`config.mk`:
```
export PLATFORM = sky130hd
export DESIGN_NAME = sdn_sqrt_pipe
export DESIGN_NICKNAME = d
export VERILOG_FILES = /design/src/hdl/sdn_pkg.sv /design/src/hdl/sdn_sqrt_pipe.sv
export SDC_FILE = /design/constraint.sdc
export NUM_CORES = 2
export LEC_CHECK = 0
export BUFFER_PORTS_ARGS = -buffer_cell sky130_fd_sc_hd__buf_2
export CORE_MARGIN = 3
export CORE_UTILIZATION = 60
export DETAILED_ROUTE_END_ITERATION = 10
export PLACE_DENSITY = 0.76
export REMOVE_ABC_BUFFERS = 1
export SYNTH_ARGS = -nofsm -noshare
export SYNTH_HDL_FRONTEND = slang
export SYNTH_MEMORY_MAX_BITS = 65536
export SYNTH_SLANG_ARGS = --single-unit
```
`constraint.sdc`:
```
create_clock -name clk -period 12 [get_ports clk]
set_input_delay 3.6 -clock clk [delete_from_list [all_inputs] [get_ports clk]]
set_output_delay 3.6 -clock clk [all_outputs]
set_load 0.05 [all_outputs]
```
`src/hdl/sdn_pkg.sv`:
```
// Shared types, constants and register codes for the signed distance/normal block.
`timescale 1ns / 1ps

package sdn_pkg;

  localparam int COORD_WIDTH = 32;
  localparam int Q15_W       = 16;
  localparam int OFFSET_W    = 32;
  localparam int RADIUS_W    = 31;
  localparam int CFG_IDX_W   = 2;
  localparam int CFG_DATA_W  = 32;

  localparam logic [Q15_W-1:0]    Q15_ONE             = 16'sd32767;
  localparam logic [OFFSET_W-1:0] LINE_OFFSET_RESET   = 32'd655360;
  localparam logic [RADIUS_W-1:0] CIRCLE_RADIUS_RESET = 31'd87360;

  // register indexes on the configuration port
  localparam logic [CFG_IDX_W-1:0] CFG_SHAPE_TYPE    = 2'd0;
  localparam logic [CFG_IDX_W-1:0] CFG_LINE_OFFSET   = 2'd1;
  localparam logic [CFG_IDX_W-1:0] CFG_CIRCLE_RADIUS = 2'd2;

  // shape codes
  localparam logic SHAPE_LINE   = 1'b0;
  localparam logic SHAPE_CIRCLE = 1'b1;

  typedef struct packed {
    logic signed [COORD_WIDTH-1:0] coord_x;
    logic signed [COORD_WIDTH-1:0] coord_y;
  } sdn_in_t;

  typedef struct packed {
    logic signed [COORD_WIDTH-1:0] distance;
    logic signed [Q15_W-1:0]       normal_x;
    logic signed [Q15_W-1:0]       normal_y;
    logic signed [Q15_W-1:0]       tangent_x;
    logic signed [Q15_W-1:0]       tangent_y;
    logic                          degenerate;
  } sdn_out_t;

endpackage

```
`src/hdl/sdn_sqrt_pipe.sv`:
```
// Pipelined integer square root, one root bit resolved per register stage.
`timescale 1ns / 1ps

module sdn_sqrt_pipe import sdn_pkg::*; #(
  parameter int ROOT_W = COORD_WIDTH
) (
  input  logic                  clk,
  input  logic                  en,
  input  logic [2*ROOT_W-1:0]   rad,
  output logic [ROOT_W-1:0]     root
);

  localparam int REM_W = ROOT_W + 3;

  logic [REM_W-1:0]    rem_r  [ROOT_W];
  logic [ROOT_W-1:0]   root_r [ROOT_W];
  logic [2*ROOT_W-1:0] rad_r  [ROOT_W];

  for (genvar g = 0; g < ROOT_W; g++) begin : g_step
    logic [REM_W-1:0]    rem_in;
    logic [ROOT_W-1:0]   root_in;
    logic [2*ROOT_W-1:0] rad_in;
    logic [REM_W-1:0]    rem4;
    logic [REM_W-1:0]    trial;

    if (g == 0) begin : g_first
      assign rem_in  = '0;
      assign root_in = '0;
      assign rad_in  = rad;
    end else begin : g_next
      assign rem_in  = rem_r[g-1];
      assign root_in = root_r[g-1];
      assign rad_in  = rad_r[g-1];
    end

    // bring down the next two radicand bits, try root*4+1
    assign rem4  = {rem_in[ROOT_W:0], rad_in[2*ROOT_W-1 -: 2]};
    assign trial = {1'b0, root_in, 2'b01};

    always_ff @(posedge clk) begin
      if (en) begin
        rad_r[g] <= rad_in << 2;
        if (rem4 >= trial) begin
          rem_r[g]  <= rem4 - trial;
          root_r[g] <= {root_in[ROOT_W-2:0], 1'b1};
        end else begin
          rem_r[g]  <= rem4;
          root_r[g] <= {root_in[ROOT_W-2:0], 1'b0};
        end
      end
    end
  end

  assign root = root_r[ROOT_W-1];

endmodule

```
==> results.txt <==
The tree built by TritonCTS fans out to 2494 sinks. In this run the most critical hold path is launched from rad_r[0][132]. STA classifies the critical path startpoint as an input pin. The area fraction in compound gates after synthesis came to 0.0955.

The shortest period the worst path allows came out at 6.51 ns. The number of nets at the end of the flow is 9882. The count of cells in the finished layout, fillers not included, comes to 11900.

At the end of routability-driven placement, the weighted congestion stood at 0.940. The unique cell type count in the Yosys netlist is 86. The area taken by multi-input logic gates came out at 38100 um^2. The most common cell in the synthesized netlist is edfxtp_1. The top achievable clock speed is between 150 and 200 MHz. The setup slack of the critical path after layout is 5.49 ns. The initial utilization of the core area, before any placement, comes to 0.608. The warning count from the yosys run came out at 0. The slowest cell on the critical path is nor4_1.

The peak supply drop is 166 uV. The critical path goes through buf_12 -> buf_12 -> nand2b_1 -> nor4_1 -> o311a_1 -> nor2b_1 -> a21bo_2 -> and3b_1 -> and2_1 -> nand2b_1 -> xnor2_1. The flip-flop and latch area is roughly 75000 um^2. The share of total power dissipated in sequential elements is 0.477. The count of endpoints failing hold in the final timing report came out at 0.

The source of the worst register-to-register timing path is rem_r[1][280]. The count of final max-slew check failures was 0. The core area came out at 191000 um^2. The die span in y is 446 um. The post-placement worst setup slack came out at 4.67 ns. The fraction of synthesized cell area in xor and xnor cells is 0.0614. TritonCTS built the clock tree.

The cell area after synthesis is 116000 um^2. The max-cap violation count came out at 0. Averaged over all synthesized cells, the footprint is 12.9 um^2. For this design the static power due to leakage is roughly 50 nW.

The switching portion of total power is 0.281. By area the synthesized netlist is led by edfxtp_1, ha_1, xnor2_1. Of the total power, the clock network draws 0.313.

The maximum fanout along the worst path came out at 130. The register bit total from synthesis is 2494. The number of iterations in the first detailed-routing pass is 6. The actual slew at the worst max-slew pin is 1.19 ns. The run finished with clean final reports. The initial antenna violation count is 5. Synthesis produced between 9000 and 10000 cells.

The power per unit of standard cell area came out at around 190 nW/um^2. The clock slew at the register clock pins of the worst setup and hold paths is 0.06 ns. The sum of overflow across all layers after global routing came out at 0.

The floorplan has 160 rows. The number of buffers added by the clock tree synthesis step came out at 276. The violation count after the first detailed-route iteration is 5969. Entering global routing, the biggest net connects ~180 pins. The via total after detailed routing came out at 69700.

The total wirelength of the detailed-routed design came out at 231 mm. The detail-routed via count per cell is roughly 5.8. The final clock period utilization by the worst path is 0.543. The via count of the first global-routing pass was roughly 68000. Across every metal layer, demand over resource in global routing totals 0.232. The multiplexer fraction of the synthesized cell area came out at 0.00748. The count of flip-flops with a built-in enable after synthesis came out at 2493. The clock reaches the later pin of the worst-skew pair after just over 0.9 ns. The post-synthesis async set-or-reset flop share is 0. The first global-routing pass estimated between 300 and 400 mm of wire. The internal cell power came out at roughly 18 mW.

The antenna violation net count after detailed routing is 0. The number of H-tree levels came out at 5. The relative area change from synthesis to final layout came out at 10.0%.

Setup repair after global routing left no endpoint under its margin. The die span in x is roughly 450 um. The tightest slew margin relative to the limit is 0.207. Of all cell types, the one taking the most synthesized area is edfxtp_1. Setup slack on the worst reg-to-reg path comes out at ~7.3 ns. The arithmetic-cell share of the synthesized area counting full adders, half adders and majority gates came out at 0.0605. The power dissipated by switching net loads came out at 6.98 mW. After synthesis, the most frequently instantiated cells are edfxtp_1, inv_1, nand2_1, ha_1, a21oi_1.

Tracing the worst setup path back leads to its startpoint at en. The worst setup path is captured at a register. The cell count after placement came out at 11500.

The final sum of negative setup slack is 0 ns. The number of buffers between clock root and the deepest sink is 4. Detailed placement ended at an HPWL of 164 mm. The arrival time of the worst setup path came out at just over 7 ns. The dominant register cell in the synthesized netlist is edfxtp_1. The capture endpoint of the worst hold path is rad_r[0][196]. On the final layout, the worst hold slack is around 0.37 ns. The required time of the critical path came out at 12.63 ns. The post-CTS setup-driven buffer insertion count is 0.

For this run, the slowest stage of the critical path takes between 0.5 and 0.6 ns. Fill cells in the final layout number between 10000 and 15000. The largest clock skew in the final design came out at 0.0580 ns. The die footprint is 199000 um^2. The path class of the tightest hold or removal check is register to register. The simple-gate share of the synthesized area is 0.102. The capturing point of the worst reg2reg path is rem_r[1][344].

The critical path in this run is classified as input pin to register. The worst hold path stage count is 0. The number of buffers added to fix hold violations after cts came out at 0.

The detailed-route wire length per cell came out at 19.4 um. The number of cells on the worst reg-to-reg path is 11. The largest family of logic cells by synthesized area is simple AND/OR/NAND/NOR gates. In this run, post-CTS repair resized a total of 0 instances.

The number of top-level design ports is 98. For this run, design rule violations remaining after detail routing come to 0. The share of total power dissipated in combinational logic is 0.210. In this run the clock root is driven by a clkbuf_16. In the final layout, the share of cells above drive strength 1 is 0.0699. The number of input and output port buffers inserted came out at 97. The total power of the final layout came out at 24.9 mW. Setup violations remaining at the end of the flow were counted as 0.

The post-synthesis sequential area ratio came out at 0.644. The area fraction of the dominant cell type after synthesis came out at 0.644.
==> cell usage in the layout, fill, tap and decap left out, types with 17 or more instances in the layout <==
| master | instances |
|---|---|
| nor2_1 | 529 |
| a211oi_1 | 39 |
| edfxtp_1 | 2493 |
| a21boi_0 | 27 |
| o31ai_1 | 27 |
| mux2_2 | 71 |
| or3_1 | 86 |
| a21o_1 | 252 |
| nand2b_1 | 127 |
| nor3_1 | 268 |
| a211o_1 | 19 |
| o21a_1 | 94 |
| a21oi_1 | 528 |
| nand3b_1 | 18 |
| or4_1 | 61 |
| o21ai_0 | 516 |
| nor4b_1 | 29 |
| and3_1 | 37 |
| buf_2 | 96 |
| o211ai_1 | 31 |
| o21bai_1 | 52 |
| clkinv_1 | 45 |
| xnor2_1 | 417 |
| o31a_1 | 17 |
| nand4_1 | 82 |
| xor2_1 | 398 |
| nand3_1 | 124 |
| clkbuf_1 | 60 |
| nor4_1 | 104 |
| inv_1 | 698 |
| buf_4 | 37 |
| and2_1 | 42 |
| and4_1 | 18 |
| or2_2 | 49 |
| clkinv_2 | 36 |
| nand2_1 | 650 |
| a31oi_1 | 48 |
| clkbuf_16 | 285 |
| ha_1 | 562 |
| nor2b_1 | 94 |
==> critical path, delay by kind of cell <==
family                 cells  cell delay (ns)
AND/OR/NAND/NOR            6             1.53
buffers and inverters      2             0.89
AO/OA/AOI/OAI              2             0.72
XOR/XNOR                   1             0.06
==> sequential cells by signal, indices dropped and copies added (netlist names) <==
name    cells
rad_r     992
rem_r     974
root_r    528
==> worst max-delay path by stage <==
stage | to | cells after the start | slack, ns
floorplan | rem_r[0][378] | 8 | 5.26
global placement | rad_r[0][960] | 5 | 4.75
detailed placement | rad_r[0][960] | 5 | 4.67
CTS | rem_r[0][487] | 11 | 5.64
global route | rem_r[1][26] | 10 | 5.30
finish | rem_r[0][479] | 11 | 5.49
==> cell families (layout without fill, tap and decap cells) <==
logic type / Yosys count / after routing
flip-flops: 2494 / 2494
AND/OR/NAND/NOR: 2383 / 2383
AO/OA/AOI/OAI: 1802 / 1802
buffers and inverters: 905 / 1298
XOR/XNOR: 815 / 815
adder cells (fa/ha/maj): 562 / 562
multiplexers: 78 / 78
other: 0 / 1
==> metal layers <==
metal,track usage,vias up,share of wire
li1,-,33800,-
met1,0.327,33500,0.44
met2,0.372,1971,0.47
met3,0.0325,491,0.053
met4,0.0814,2,0.034
met5,0,-,0.000056
==> area by class of cell <==
class | instances | share of cell area
repair buffers | 143 | 0.00749
clock inverters | 111 | 0.00689
multi-input cells | 5640 | 0.298
diodes | 1 | 0.0000196
well taps | 2511 | 0.0246
flip-flops and latches | 2494 | 0.585
inverters | 699 | 0.0205
clock buffers | 345 | 0.0575
==> stage by stage <==
stage	area (um^2)	util
6_report	128000	0.668
5_1_grt	128000	0.668
4_1_cts	128000	0.668
3_5_place_dp	120000	0.625
3_3_place_gp	120000	0.625
2_1_floorplan	116000	-
==> power groups by stage <==
stage	Sequential [mW]	Clock, mW	Combinational (mW)
global route	12.0	8.35	5.82
detailed placement	12.0	0	5.13
finish	11.9	7.79	5.22
global placement	12.0	0	5.00
CTS	11.9	8.00	5.18
floorplan	11.7	0	3.91
No activity file was read; power rests on OpenSTA's default activity.
